### src/hw/rtl/gfr_pkg.sv
`timescale 1ns / 1ps
`default_nettype none

package gfr_pkg;

    localparam logic [7:0] HDR_BYTE = 8'h5A;
    localparam logic [7:0] TYPE_VEL = 8'hAA;
    localparam logic [7:0] TYPE_ANG = 8'hBB;

    typedef enum logic [2:0] {
        POS_IDLE = 3'd0,
        POS_TYPE = 3'd1,
        POS_LO   = 3'd2,
        POS_HI   = 3'd3,
        POS_SUM  = 3'd4
    } pos_t;

    typedef struct packed {
        logic               frame_done;
        logic               checksum_bad;
        logic signed [15:0] angle;
        logic signed [15:0] angular_velocity;
        logic               angle_valid;
        logic               velocity_valid;
        logic [31:0]        good_frames;
        logic [31:0]        checksum_errors;
    } gfr_result_t;

endpackage

`default_nettype wire

### src/hw/rtl/gfr_if.sv
`timescale 1ns / 1ps
`default_nettype none

interface gfr_byte_if;
    logic       valid;
    logic       ready;
    logic [7:0] rx_byte;

    modport source (output valid, output rx_byte, input ready);
    modport sink (input valid, input rx_byte, output ready);
endinterface

interface gfr_result_if;
    logic               valid;
    logic               ready;
    logic               frame_done;
    logic               checksum_bad;
    logic signed [15:0] angle;
    logic signed [15:0] angular_velocity;
    logic               angle_valid;
    logic               velocity_valid;
    logic [31:0]        good_frames;
    logic [31:0]        checksum_errors;

    modport source (
        output valid, output frame_done, output checksum_bad, output angle,
        output angular_velocity, output angle_valid, output velocity_valid,
        output good_frames, output checksum_errors, input ready
    );
    modport sink (
        input valid, input frame_done, input checksum_bad, input angle,
        input angular_velocity, input angle_valid, input velocity_valid,
        input good_frames, input checksum_errors, output ready
    );
endinterface

`default_nettype wire

### src/hw/rtl/gfr_parser.sv
`timescale 1ns / 1ps
`default_nettype none

module gfr_parser #(
    parameter int COUNT_WIDTH = 32
) (
    input  wire logic                clk,
    input  wire logic                rst_n,
    input  wire logic                step,
    input  wire logic [7:0]          rx_byte,
    output gfr_pkg::gfr_result_t     result
);
    import gfr_pkg::*;

    pos_t                   pos_reg, pos_next;
    logic [7:0]             type_reg, type_next;
    logic [7:0]             lo_reg, lo_next;
    logic [7:0]             hi_reg, hi_next;
    logic [15:0]            angle_reg, angle_next;
    logic [15:0]            velocity_reg, velocity_next;
    logic                   angle_valid_reg, angle_valid_next;
    logic                   velocity_valid_reg, velocity_valid_next;
    logic [COUNT_WIDTH-1:0] good_count_reg, good_count_next;
    logic [COUNT_WIDTH-1:0] error_count_reg, error_count_next;
    logic                   done;
    logic                   bad;
    logic [7:0]             sum;
    logic                   is_hdr;

    // header byte is always the first of a frame, so only three bytes are held
    assign sum    = HDR_BYTE + type_reg + lo_reg + hi_reg;
    assign is_hdr = (rx_byte == HDR_BYTE);

    always_comb
    begin
        pos_next            = pos_reg;
        type_next           = type_reg;
        lo_next             = lo_reg;
        hi_next             = hi_reg;
        angle_next          = angle_reg;
        velocity_next       = velocity_reg;
        angle_valid_next    = angle_valid_reg;
        velocity_valid_next = velocity_valid_reg;
        good_count_next     = good_count_reg;
        error_count_next    = error_count_reg;
        done                = 1'b0;
        bad                 = 1'b0;
        case (pos_reg)
            POS_TYPE:
            begin
                if (rx_byte inside {TYPE_ANG, TYPE_VEL})
                begin
                    type_next = rx_byte;
                    pos_next  = POS_LO;
                end
                else
                begin
                    // bad type: a header here opens a new frame
                    pos_next = is_hdr ? POS_TYPE : POS_IDLE;
                end
            end
            POS_LO:
            begin
                lo_next  = rx_byte;
                pos_next = POS_HI;
            end
            POS_HI:
            begin
                hi_next  = rx_byte;
                pos_next = POS_SUM;
            end
            POS_SUM:
            begin
                if (sum != rx_byte)
                begin
                    error_count_next = error_count_reg + 1'b1;
                    bad              = 1'b1;
                    pos_next         = is_hdr ? POS_TYPE : POS_IDLE;
                end
                else
                begin
                    if (type_reg == TYPE_ANG)
                    begin
                        angle_next       = {hi_reg, lo_reg};
                        angle_valid_next = 1'b1;
                    end
                    else
                    begin
                        velocity_next       = {hi_reg, lo_reg};
                        velocity_valid_next = 1'b1;
                    end
                    good_count_next = good_count_reg + 1'b1;
                    done            = 1'b1;
                    pos_next        = POS_IDLE;
                end
            end
            default:
            begin
                pos_next = is_hdr ? POS_TYPE : POS_IDLE;
            end
        endcase
    end

    always_ff @(posedge clk or negedge rst_n)
    begin
        if (!rst_n)
        begin
            pos_reg            <= POS_IDLE;
            angle_reg          <= '0;
            velocity_reg       <= '0;
            angle_valid_reg    <= 1'b0;
            velocity_valid_reg <= 1'b0;
            good_count_reg     <= '0;
            error_count_reg    <= '0;
        end
        else if (step)
        begin
            pos_reg            <= pos_next;
            angle_reg          <= angle_next;
            velocity_reg       <= velocity_next;
            angle_valid_reg    <= angle_valid_next;
            velocity_valid_reg <= velocity_valid_next;
            good_count_reg     <= good_count_next;
            error_count_reg    <= error_count_next;
        end
    end

    always_ff @(posedge clk)
    begin
        if (step)
        begin
            type_reg <= type_next;
            lo_reg   <= lo_next;
            hi_reg   <= hi_next;
        end
    end

    always_comb
    begin
        result.frame_done       = done;
        result.checksum_bad     = bad;
        result.angle            = angle_next;
        result.angular_velocity = velocity_next;
        result.angle_valid      = angle_valid_next;
        result.velocity_valid   = velocity_valid_next;
        result.good_frames      = 32'(good_count_next);
        result.checksum_errors  = 32'(error_count_next);
    end

endmodule

`default_nettype wire

### src/hw/rtl/gyro_frame_receiver.sv
// gyro_frame_receiver: byte-serial frame parser for a single-axis gyro
// rx channel: one received serial byte per beat (rx_byte)
// res channel: one result beat for every rx beat, in order; it carries the
//   frame_done / checksum_bad flags for that byte plus the current angle,
//   angular_velocity, their valid bits and the good / error frame counters
// frames are 5A, type (BB angle, AA velocity), value low, value high, sum
// a byte taken into the input register is parsed into the result register
// throughput: one byte per cycle while res.ready is high, set by the
//   single parse step between the input register and the result register
// reset: parser idle, angle and velocity zero and not valid, counters zero,
//   both pipeline registers empty
// stall: while res.ready is low the result beat holds; one more byte is
//   taken into the input register, then rx.ready drops until res drains
// counters are COUNT_WIDTH bits, wrap, and show their low 32 bits
`timescale 1ns / 1ps
`default_nettype none

module gyro_frame_receiver #(
    parameter int COUNT_WIDTH = 32
) (
    input wire logic     clk,
    input wire logic     rst_n,
    gfr_byte_if.sink     rx,
    gfr_result_if.source res
);
    import gfr_pkg::*;

    logic        rx_valid_reg, rx_valid_next;
    logic [7:0]  rx_byte_reg;
    logic        res_valid_reg, res_valid_next;
    gfr_result_t result_reg;
    gfr_result_t result;
    logic        rx_take;
    logic        advance;

    // parse the held byte whenever the result register can take it
    assign advance  = rx_valid_reg && (!res_valid_reg || res.ready);
    assign rx.ready = !rx_valid_reg || advance;
    assign rx_take  = rx.valid && rx.ready;

    gfr_parser #(
        .COUNT_WIDTH (COUNT_WIDTH)
    ) u_parser (
        .clk     (clk),
        .rst_n   (rst_n),
        .step    (advance),
        .rx_byte (rx_byte_reg),
        .result  (result)
    );

    always_comb
    begin
        if (rx_take)
            rx_valid_next = 1'b1;
        else if (advance)
            rx_valid_next = 1'b0;
        else
            rx_valid_next = rx_valid_reg;

        if (advance)
            res_valid_next = 1'b1;
        else if (res.ready)
            res_valid_next = 1'b0;
        else
            res_valid_next = res_valid_reg;
    end

    always_ff @(posedge clk or negedge rst_n)
    begin
        if (!rst_n)
        begin
            rx_valid_reg  <= 1'b0;
            res_valid_reg <= 1'b0;
        end
        else
        begin
            rx_valid_reg  <= rx_valid_next;
            res_valid_reg <= res_valid_next;
        end
    end

    // payload registers, no reset needed
    always_ff @(posedge clk)
    begin
        if (rx_take)
            rx_byte_reg <= rx.rx_byte;
        if (advance)
            result_reg <= result;
    end

    assign res.valid            = res_valid_reg;
    assign res.frame_done       = result_reg.frame_done;
    assign res.checksum_bad     = result_reg.checksum_bad;
    assign res.angle            = result_reg.angle;
    assign res.angular_velocity = result_reg.angular_velocity;
    assign res.angle_valid      = result_reg.angle_valid;
    assign res.velocity_valid   = result_reg.velocity_valid;
    assign res.good_frames      = result_reg.good_frames;
    assign res.checksum_errors  = result_reg.checksum_errors;

endmodule

`default_nettype wire

### src/flat_wrapper.sv
// flat-port wrapper written by rule: the top's interface ports become plain ports
module gyro_frame_receiver_flat import gfr_pkg::*;
#(
    parameter int COUNT_WIDTH = 32
)
  (clk, rst_n, rx_valid, rx_rx_byte, rx_ready, res_valid, res_frame_done, res_checksum_bad, res_angle, res_angular_velocity, res_angle_valid, res_velocity_valid, res_good_frames, res_checksum_errors, res_ready);
  gfr_byte_if rx_i ();
  gfr_result_if res_i ();
  input wire logic clk;
  input wire logic rst_n;
  input wire logic [$bits(rx_i.valid)-1:0] rx_valid;
  input wire logic [$bits(rx_i.rx_byte)-1:0] rx_rx_byte;
  output wire logic [$bits(rx_i.ready)-1:0] rx_ready;
  output wire logic [$bits(res_i.valid)-1:0] res_valid;
  output wire logic [$bits(res_i.frame_done)-1:0] res_frame_done;
  output wire logic [$bits(res_i.checksum_bad)-1:0] res_checksum_bad;
  output wire logic [$bits(res_i.angle)-1:0] res_angle;
  output wire logic [$bits(res_i.angular_velocity)-1:0] res_angular_velocity;
  output wire logic [$bits(res_i.angle_valid)-1:0] res_angle_valid;
  output wire logic [$bits(res_i.velocity_valid)-1:0] res_velocity_valid;
  output wire logic [$bits(res_i.good_frames)-1:0] res_good_frames;
  output wire logic [$bits(res_i.checksum_errors)-1:0] res_checksum_errors;
  input wire logic [$bits(res_i.ready)-1:0] res_ready;
  assign rx_i.valid = rx_valid;
  assign rx_i.rx_byte = rx_rx_byte;
  assign rx_ready = rx_i.ready;
  assign res_valid = res_i.valid;
  assign res_frame_done = res_i.frame_done;
  assign res_checksum_bad = res_i.checksum_bad;
  assign res_angle = res_i.angle;
  assign res_angular_velocity = res_i.angular_velocity;
  assign res_angle_valid = res_i.angle_valid;
  assign res_velocity_valid = res_i.velocity_valid;
  assign res_good_frames = res_i.good_frames;
  assign res_checksum_errors = res_i.checksum_errors;
  assign res_i.ready = res_ready;
  gyro_frame_receiver #(.COUNT_WIDTH(COUNT_WIDTH)) u_core (.clk(clk), .rst_n(rst_n), .rx(rx_i), .res(res_i));
endmodule
### config.mk
export PLATFORM = sky130hd
export DESIGN_NAME = gyro_frame_receiver_flat
export DESIGN_NICKNAME = d
export VERILOG_FILES = /design/src/hw/rtl/gfr_pkg.sv /design/src/hw/rtl/gfr_if.sv /design/src/hw/rtl/gfr_parser.sv /design/src/hw/rtl/gyro_frame_receiver.sv /design/src/flat_wrapper.sv
export SDC_FILE = /design/constraint.sdc
export NUM_CORES = 1
export LEC_CHECK = 0
export BUFFER_PORTS_ARGS = -buffer_cell sky130_fd_sc_hd__buf_2
export CAP_MARGIN = 10
export CORE_MARGIN = 2
export CORE_UTILIZATION = 60
export CTS_CLUSTER_SIZE = 12
export DETAILED_ROUTE_END_ITERATION = 8
export PLACE_DENSITY_LB_ADDON = 0.1
export SLEW_MARGIN = 5
export SYNTH_ARGS = -nofsm -noshare
export SYNTH_HDL_FRONTEND = slang
export SYNTH_SLANG_ARGS = --single-unit
### constraint.sdc
create_clock -name clk -period 10.67 [get_ports clk]
set_input_delay 0.5335 -clock clk [delete_from_list [all_inputs] [get_ports clk]]
set_output_delay 0.5335 -clock clk [all_outputs]
set_load 0.03 [all_outputs]
Word level (Yosys, flattened, before mapping)
Cells that the tools add are included.

Register bits: 235. Input port bits: 12. Output and inout bits: 102. Logic and storage cells: 73.

Add/subtract/negate cells: 5. Equal/unequal tests: 9. Multiplexer cells: 26. Reduce and logical (&&, ||, !) cells: 12.

Operators with widths (count): $mux 32 (4); $mux 16 (6); $add 32x1->32 const B (2); $eq 8x8->1 const B (3); $add 8x8->8 (2); $mux 1 (14); $pmux 3 s4 (1); $add 7x8->8 const A (1); $eq 8x7->1 const B (1); $ne 8x8->1 (1); $eq 3x2->1 const B (2); $reduce_bool 2->1 (3); $reduce_and 2->1 (2); $eq 3x1->1 const B (1); $eq 3x3->1 const B (1); $reduce_and 3->1 (1); $logic_and 1x1->1 (2); $logic_not 1->1 (2); $logic_or 1x1->1 (2); $mux 2 (1).

Logic depth before layout (Yosys ltp)
Gate-level depths: netlist of the first run.

Word-level depth: 6. Mapped depth: 15. Depth with buffers taken out: 13.

By module
From an unflattened synthesis of the first run, not the netlist that was laid out.

Cells, all modules: 824. Area total of the unflattened synthesis: 10815.4 um^2.

By module, submodules not included: gfr_parser (instances 1, cells an instance 708, area each 7468.4 um^2); gyro_frame_receiver (instances 1, cells an instance 116, area each 3347.0 um^2).

Worst setup path before layout of the first run
No wires, ideal clock.

Kind: input -> register. Start: in res_ready. End: reg u_core.u_parser.pos_reg[1]. Setup time: 0.120 ns. Arrival time: 4.733 ns. Required time: 10.550 ns. Path slack: 5.817 ns. Stages: 7. Cells stage by stage: nand2b_1 -> nand2_1 -> inv_1 -> clkbuf_1 -> buf_1 -> o21ai_0 -> a21o_1.

Longest elaborated chain between the ends: 2.

RTL lines: start, declared (line flat_wrapper.sv:23) `input wire logic [$bits(res_i.ready)-1:0] res_ready;`; $logic_or 1x1->1 (line gyro_frame_receiver.sv:37) `assign advance = rx_valid_reg && (!res_valid_reg || res.ready);`; $logic_and 1x1->1 (line gyro_frame_receiver.sv:37); named net u_core.advance (line gyro_frame_receiver.sv:34) `logic advance;`; end signal, assigned (line gfr_parser.sv:118) `pos_reg <= pos_next;`; end, declared (line gfr_parser.sv:15) `pos_t pos_reg, pos_next;`.

The timed path passes the listed nets, and every way through them passes these cells. A chain may end at the register's enable or synchronous reset.

==> metrics.md, run 1 <==
| Metric | Value |
|---|---|
| Psw | `between 400 and 500 uW` |
| Ant. Diodes | `0` |
| Vias in the first global route | `approximately 6600` |
| Dpl hpwl | `13.9 mm` |
| Final setup viols | `0` |
| Overall Global Routing Usage | `0.232` |
| Worst hold path type | `primary input to flop` |
| Post-synthesis sequential area ratio | `0.612` |
| Status | `finished clean` |
| Clock power share | `0.408` |
| I/O pin total | `114` |
| Clock sink total | `about 240` |
| Commonest non-fill, non-tap cells in the layout | `edfxtp_1 (132), buf_2 (112), dfrtp_1 (103)` |
| Root buffer cell | `clkbuf_16` |
| Slew HR | `0.301` |
| Routed WL | `around 21 mm` |
| Pre-antenna DRT Iters | `5` |
| Pins Over Slew Limit | `0` |
| Setup_tns | `0 ns` |
| Critical path data arrival time | `5.30 ns` |
| CTS tree | `done` |
| Tmin final | `~5.0 ns` |
| Max FO, Critical Path | `54` |
| Comb power frac | `0.058` |
| GP Congestion | `between 0.8 and 0.9` |
| Post-Synth Simple-Gate Area | `0.138` |
| Post-synthesis cell type count | `43` |
| Ranking of synthesized cells by area | `edfxtp_1 (37%), dfrtp_1 (24%), xor2_1 (6.2%), mux2_2 (6.1%), xnor2_1 (5.2%)` |
| CP Capture Type | `flop` |
| Mux share of post-synthesis cell area | `0.0611` |
| Period utilization | `0.472` |
| Initial DRC count | `about 500` |
| Worst EP required | `about 11 ns` |
| Synth Instances | `between 800 and 900` |
| Initial antenna violation count | `0` |
| Input/output buffers | `around 110` |
| Net count, final | `between 900 and 1000` |
| Switching part of the total | `0.225` |
| Synth Cell Area | `10700 um2` |
| Die area | `18900 um2` |
| Synth Register Bits | `approximately 240` |
| Drt wl/cell | `approximately 18 um` |
| Yosys top cell by area | `edfxtp_1` |
| Clock skew | `roughly 0.0085 ns` |
| Die Y | `137 um` |
| Kind of critical path | `flop to flop` |
| Site row count | `48` |
| Largest net degree at the start of global routing | `80` |
| YS warnings | `0` |
| Routed Antenna Nets | `0` |
| Leak | `approximately 5.5 nW` |
| CTS Buf Count | `24` |
| Yosys top cell area share | `0.371` |
| Vias | `6646` |
| Internal Pwr Total | `1.45 mW` |
| Post-CTS Resized | `0` |
| PwrDens | `between 150 and 200 nW/um2` |
| Post-Syn Area per Cell | `~13 um2` |
| Synth Area in Compound Gates | `0.0125` |
| Core ar. | `about 17000 um2` |
| Post-Synth Adder-Cell Area | `0.0302` |
| Main combinational cell family by area after synthesis | `simple AND/OR/NAND/NOR gates` |
| Seq pwr share | `0.534` |
| Mapped Nets | `approximately 860` |
| RSZ-0062 raised after global routing | `no` |
| Drt drc | `0` |
| Max VDD drop | `between 0.0001 and 0.00015 V` |
| Starting density of the core | `0.616` |
| Startpoint Class | `flop` |
| Hold Vio Cnt, Final | `0` |
| Max-cap violations | `0` |
| Worst-Margin Slew | `roughly 1.0 ns` |
| Clk slew on worst S/H paths | `~0.060 ns` |
| Die X | `137 um` |
| First-pass GRT wire length | `about 34 mm` |
| CTS HTree Levels | `1` |
| XOR/XNOR share of the synthesized area | `0.116` |
| Max Clk Rate | `a little under 200 MHz` |
| Clk_lat worst skew | `about 0.5 ns` |
| Commonest non-fill, non-tap cell in the layout | `edfxtp_1` |
| CTS Buffer Depth | `3` |
| GR Overflow Total | `0` |
| Share of cells above drive strength 1 | `0.234` |
| Area Growth Syn to Fin | `13.6%` |
| Hold_ws | `~0.2 ns` |
| Vias/cell | `5.66` |
-- cells in the mapped netlist (all sizes together) --
library cell / number
a211o: 1
a21o: 6
a21oi: 4
and2: 5
and3: 13
and4: 6
buf: 19
clkbuf: 19
dfrtp: 103
edfxtp: 132
fa: 8
ha: 13
inv: 38
mux2: 58
nand2: 53
nand2b: 6
nand3: 46
nand3b: 2
nand4: 23
nor2: 25
nor2b: 1
nor3: 53
nor3b: 5
nor4: 15
o21ai: 12
or2: 6
or3: 4
or4: 5
or4b: 1
xnor2: 65
xor2: 76
-- timing repair --
item,CTS,global route
buffers inserted,0,0
hold endpoints to repair,26,0
hold buffers,1,0
-- worst max-delay path, stage by stage, from the launching register on --
cell,delay [ns]
edfxtp_1,0.38
inv_1,0.09
fa_1,0.39
inv_1,0.08
fa_1,0.46
ha_1,0.31
a21o_1,0.17
a21oi_1,0.21
o21ai_0,0.18
xnor2_2,0.31
nand4_4,0.70
nor3_4,1.07
mux2_2,0.43
-- power groups by stage --
stage          sequential (mW)  clock (mW)  combinational [mW]
6_report                  1.00       0.763               0.109
5_1_grt                   1.00       0.813               0.117
4_1_cts                   1.00       0.775               0.111
3_5_place_dp              1.02           0               0.110
3_3_place_gp              1.02           0               0.108
2_1_floorplan             1.07           0              0.0217
-- path summary, 6_finish.rpt --
path	from	to	slack [ns]	depth (start not counted)
max	u_core.u_parser.lo_reg[2]$_DFFE_PP_	u_core.res.angle[5]$_DFFE_PP_	5.63	12
min	rx_rx_byte[1]	u_core.rx_byte_reg[1]$_DFFE_PP_	0.20	1
max reg2reg	u_core.u_parser.lo_reg[2]$_DFFE_PP_	u_core.res.angle[5]$_DFFE_PP_	5.63	12
min reg2reg	u_core.u_parser.angle_valid_reg$_DFFE_PN0P_	u_core.u_parser.angle_valid_reg$_DFFE_PN0P_	0.46	1
max in group asynchronous	rst_n	u_core.u_parser.error_count_reg[6]$_DFFE_PN0P_	8.84	3
min in group asynchronous	rst_n	u_core.u_parser.velocity_valid_reg$_DFFE_PN0P_	0.51	2
-- routing by layer --
metal  up-vias  GRT usage  routed length (um)
met5         -          0                   0
met4         0     0.0567                 264
met3        23     0.0394                1260
met2       196      0.370               10100
met1      3310      0.335                9630
li1       3117          -                   -
-- cells by family after synthesis --
family	Yosys count
buffers and inverters	76
adders and majority gates	21
muxes	58
AOI/OAI and AO/OA	23
and+or+nand+nor	269
xor gates and xnor gates	141
DFF	235
-- layout make-up --
cell class / count / area (um2)
Inverter: 38 / 145
Clock buffer: 40 / 692
Clock inverter: 4 / 17.5
Tap cell: 225 / 282
Fill cell: 1225 / 5210
Timing Repair Buffer: 121 / 631
Multi-Input combinational cell: 512 / 3830
Sequential cell: 235 / 6540
-- metrics by stage --
step           area (um2)  cells  setup WS, ns  utilization  power, mW
5_1_grt             12100   1175          5.32        0.700       1.93
3_5_place_dp        11400   1130          5.66        0.658       1.13
2_1_floorplan       10700    823          5.82            -       1.09
4_1_cts             12100   1175          5.64        0.700       1.89
3_3_place_gp        11400   1130          5.83        0.658       1.13
6_report            12100   1175          5.63        0.700       1.87
(Power assumes the default switching activity.)
==> run 2, diff against run 1 <==
ABC_AREA = 1   (was default)
clock period = 5 ns   (was 10.67 ns; I/O delays follow)
==> run 2 against run 1 <==
Largest power group unchanged. Flip-flop and latch count did not move. Combinational power grew to 7.5 times the previous value. Fmax is 20% higher. Sequential power grew 150%. Critical path depth is 8 higher. Final cell count grew 46%. Clock skew shrank 0.00065 ns. Global-route usage rose by 2.3 points. Synthesized cell count is 60% higher. Clock power grew 140%. Clock-buffer cell count is 1 lower.
==> metrics.md, run 2 <==
| Metric | Value |
|---|---|
| Pre-antenna DRT Iters | `7` |
| Post-synthesis cell type count | `roughly 40` |
| Seq pwr share | `0.483` |
| Vias/cell | `~5.3` |
| Post-synthesis sequential area ratio | `0.562` |
| Pins Over Slew Limit | `0` |
| Yosys top cell area share | `0.340` |
| Vias | `roughly 9200` |
| Net count, final | `about 1500` |
| Starting density of the core | `0.616` |
| Slew HR | `0.320` |
| Routed Antenna Nets | `0` |
| GP Congestion | `around 0.92` |
| Largest net degree at the start of global routing | `89` |
| Die area | `around 20000 um2` |
| R2R setup slack | `0.81 ns` |
| I/O pin total | `approximately 110` |
| YS warnings | `0` |
| Fin cells | `between 1500 and 2000` |
| Synth Instances | `~1300` |
| Overall Global Routing Usage | `0.255` |
| Yosys top cell by area | `edfxtp_1` |
| Commonest non-fill, non-tap cells in the layout | `nand2_1 (469), inv_1 (161), edfxtp_1 (132)` |
| Period utilization | `0.838` |
| Critical path data arrival time | `4.57 ns` |
| First-pass GRT wire length | `approximately 41 mm` |
| Synth Cell Area | `about 12000 um2` |
| Die X | `143 um` |
| Kind of critical path | `flop to flop` |
| Count leader, synth | `nand2_1` |
| Final setup viols | `0` |
| Mapped Nets | `1346` |
| Tmin final | `around 4.2 ns` |
| Worst EP required | `5.38 ns` |
| CTS Buffer Depth | `3` |
| Dpl hpwl | `approximately 18 mm` |
| Clk slew on worst S/H paths | `roughly 0.06 ns` |
| Psw | `1.47 mW` |
| Share of cells above drive strength 1 | `0.135` |
| Slowest stage delay, CP | `around 0.53 ns` |
| CP Capture Type | `flop` |
| Post-CTS Resized | `0` |
| Initial DRC count | `872` |
| CTS HTree Levels | `1` |
| Drt drc | `0` |
| Core ar. | `roughly 19000 um2` |
| Input/output buffers | `~110` |
| Switching part of the total | `0.288` |
| Startpoint Class | `flop` |
| Site row count | `50` |
| Area Growth Syn to Fin | `14.7%` |
| Hold Vio Cnt, Final | `0` |
| Synth Register Bits | `235` |
| Clock sink total | `between 200 and 250` |
| Post-synth EDFFs | `between 100 and 150` |
| RSZ-0062 raised after global routing | `no` |
| Root buffer cell | `clkbuf_16` |
| Max-cap violations | `0` |
| CP max-delay cell | `fa_1` |
| Clock power share | `0.357` |
| Routed WL | `25.6 mm` |
| Async set-reset flop share out of synthesis | `0.438` |
| Worst hold path type | `primary input to asynchronous set/reset pin` |
| PwrDens | `approximately 380 nW/um2` |
| CTS tree | `done` |
| CP dominant cell by count | `nand2_1` |
| Max FO, Critical Path | `33` |
| Setup_tns | `0 ns` |
| Ranking of synthesized cells by area | `edfxtp_1 (34%), dfrtp_1 (22%), nand2_1 (15%), inv_1 (5.2%), nand3_1 (3.6%)` |
| Vias in the first global route | `between 8000 and 9000` |
| Top_reg_cell synth | `edfxtp_1` |
| Max VDD drop | `approximately 0.00034 V` |
| Max Clk Rate | `239 MHz` |
| Worst-Margin Slew | `a little over 1 ns` |
| Top cells by count, synth | `nand2_1 (470), inv_1 (162), edfxtp_1 (132)` |
| CTS Buf Count | `25` |
| Drt wl/cell | `14.9 um` |
| Commonest non-fill, non-tap cell in the layout | `nand2_1` |
| Internal Pwr Total | `between 3 and 4 mW` |
| Ant. Diodes | `0` |
| Leak | `just over 6 nW` |
| GR Overflow Total | `0` |
| Comb power frac | `0.160` |
| Clock skew | `0.00787 ns` |
| Post-Syn Area per Cell | `8.87 um2` |
| Crit path cell chain | `inv_1 -> fa_1 -> inv_1 -> ha_1 -> ha_1 -> fa_1 -> inv_1 -> nand2_1 -> nand2_1 -> nor2_1 -> nand2_1 -> nor2_2 -> nand2_1 -> nor2_4 -> nand3_4 -> nor2_2 -> buf_4 -> nand3_2 -> nand2_1 -> o21ai_1` |
| Die Y | `143 um` |
| Status | `finished clean` |
| Initial antenna violation count | `0` |
| Placed Cells | `between 1500 and 2000` |
| Clk_lat worst skew | `between 0.5 and 0.6 ns` |
run 2: worst paths after layout:
check                                                            start                                              to  cells after the start
setup / recovery                 u_core.u_parser.type_reg[2]$_DFFE_PP_       u_core.u_parser.angle_reg[10]$_DFFE_PN0P_                     20
hold / removal                                                   rst_n                 u_core.rx_valid_reg$_DFFE_PN0P_                      2
setup reg to reg                 u_core.u_parser.type_reg[2]$_DFFE_PP_       u_core.u_parser.angle_reg[10]$_DFFE_PN0P_                     20
hold reg to reg            u_core.u_parser.angle_valid_reg$_DFFE_PN0P_     u_core.u_parser.angle_valid_reg$_DFFE_PN0P_                      2
max in group asynchronous                                        rst_n  u_core.u_parser.good_count_reg[16]$_DFFE_PN0P_                      3
min in group clk                                         rx_rx_byte[7]                 u_core.rx_byte_reg[7]$_DFFE_PP_                      2
run 2: worst max-delay path: cells and delay by family (launching register included):
kind                     cells  cell delay (ns)
AO/OA/AOI/OAI                1             0.09
adder cells (fa/ha/maj)      4             1.57
buffers and inverters        4             0.35
flip-flops                   1             0.36
AND/OR/NAND/NOR             11             1.67
run 2: power by group through the flow:
stage	logic (mW)	registers, mW	clock network (mW)
2_1_floorplan	0.335	2.72	0
3_3_place_gp	0.794	2.49	0
3_5_place_dp	0.811	2.49	0
4_1_cts	0.823	2.46	1.85
5_1_grt	0.895	2.49	1.91
6_report	0.815	2.46	1.82
run 2: per-stage QoR:
step / instance area, um2 / total power [mW] / util / hold WS [ns] / worst slack (ns)
3_5_place_dp: 12400 / 3.30 / 0.658 / 0.251 / 0.821
2_1_floorplan: 11600 / 3.06 / - / -0.0456 / 0.459
6_report: 13400 / 5.09 / 0.707 / 0.246 / 0.810
4_1_cts: 13400 / 5.13 / 0.707 / 0.260 / 0.800
3_3_place_gp: 12400 / 3.28 / 0.658 / 0.251 / 0.942
5_1_grt: 13400 / 5.29 / 0.707 / 0.281 / 0.369
run 2: kinds of logic (layout without fill, tap and decap cells):
logic type / count (synthesis) / in the layout / synth area share
AOI/OAI and AO/OA: 101 / 101 / 0.0485
xor gates and xnor gates: 26 / 26 / 0.0202
adders and majority gates: 21 / 21 / 0.0277
buffers and inverters: 203 / 345 / 0.0686
DFF: 235 / 235 / 0.562
and+or+nand+nor: 727 / 727 / 0.273
run 2: repair_timing:
action / CTS / global route
hold endpoints to repair: 46 / 0
buffers inserted: 0 / 0
hold buffers: 11 / 0
run 2: final cells by class:
type | count | area (um2)
sequential | 235 | 6540
clock inverter | 6 | 104
fill | 1495 | 5540
inverter | 167 | 632
clock buffer | 39 | 698
tap | 260 | 325
multi-input combinational | 875 | 4300
timing repair buffer | 133 | 746
run 2: per-layer routing:
layer,up-vias,global-route usage,routed length (um)
li1,4525,-,-
met1,4302,0.363,11600
met2,283,0.414,11800
met3,43,0.0357,1410
met4,0,0.0728,710
met5,-,0,0
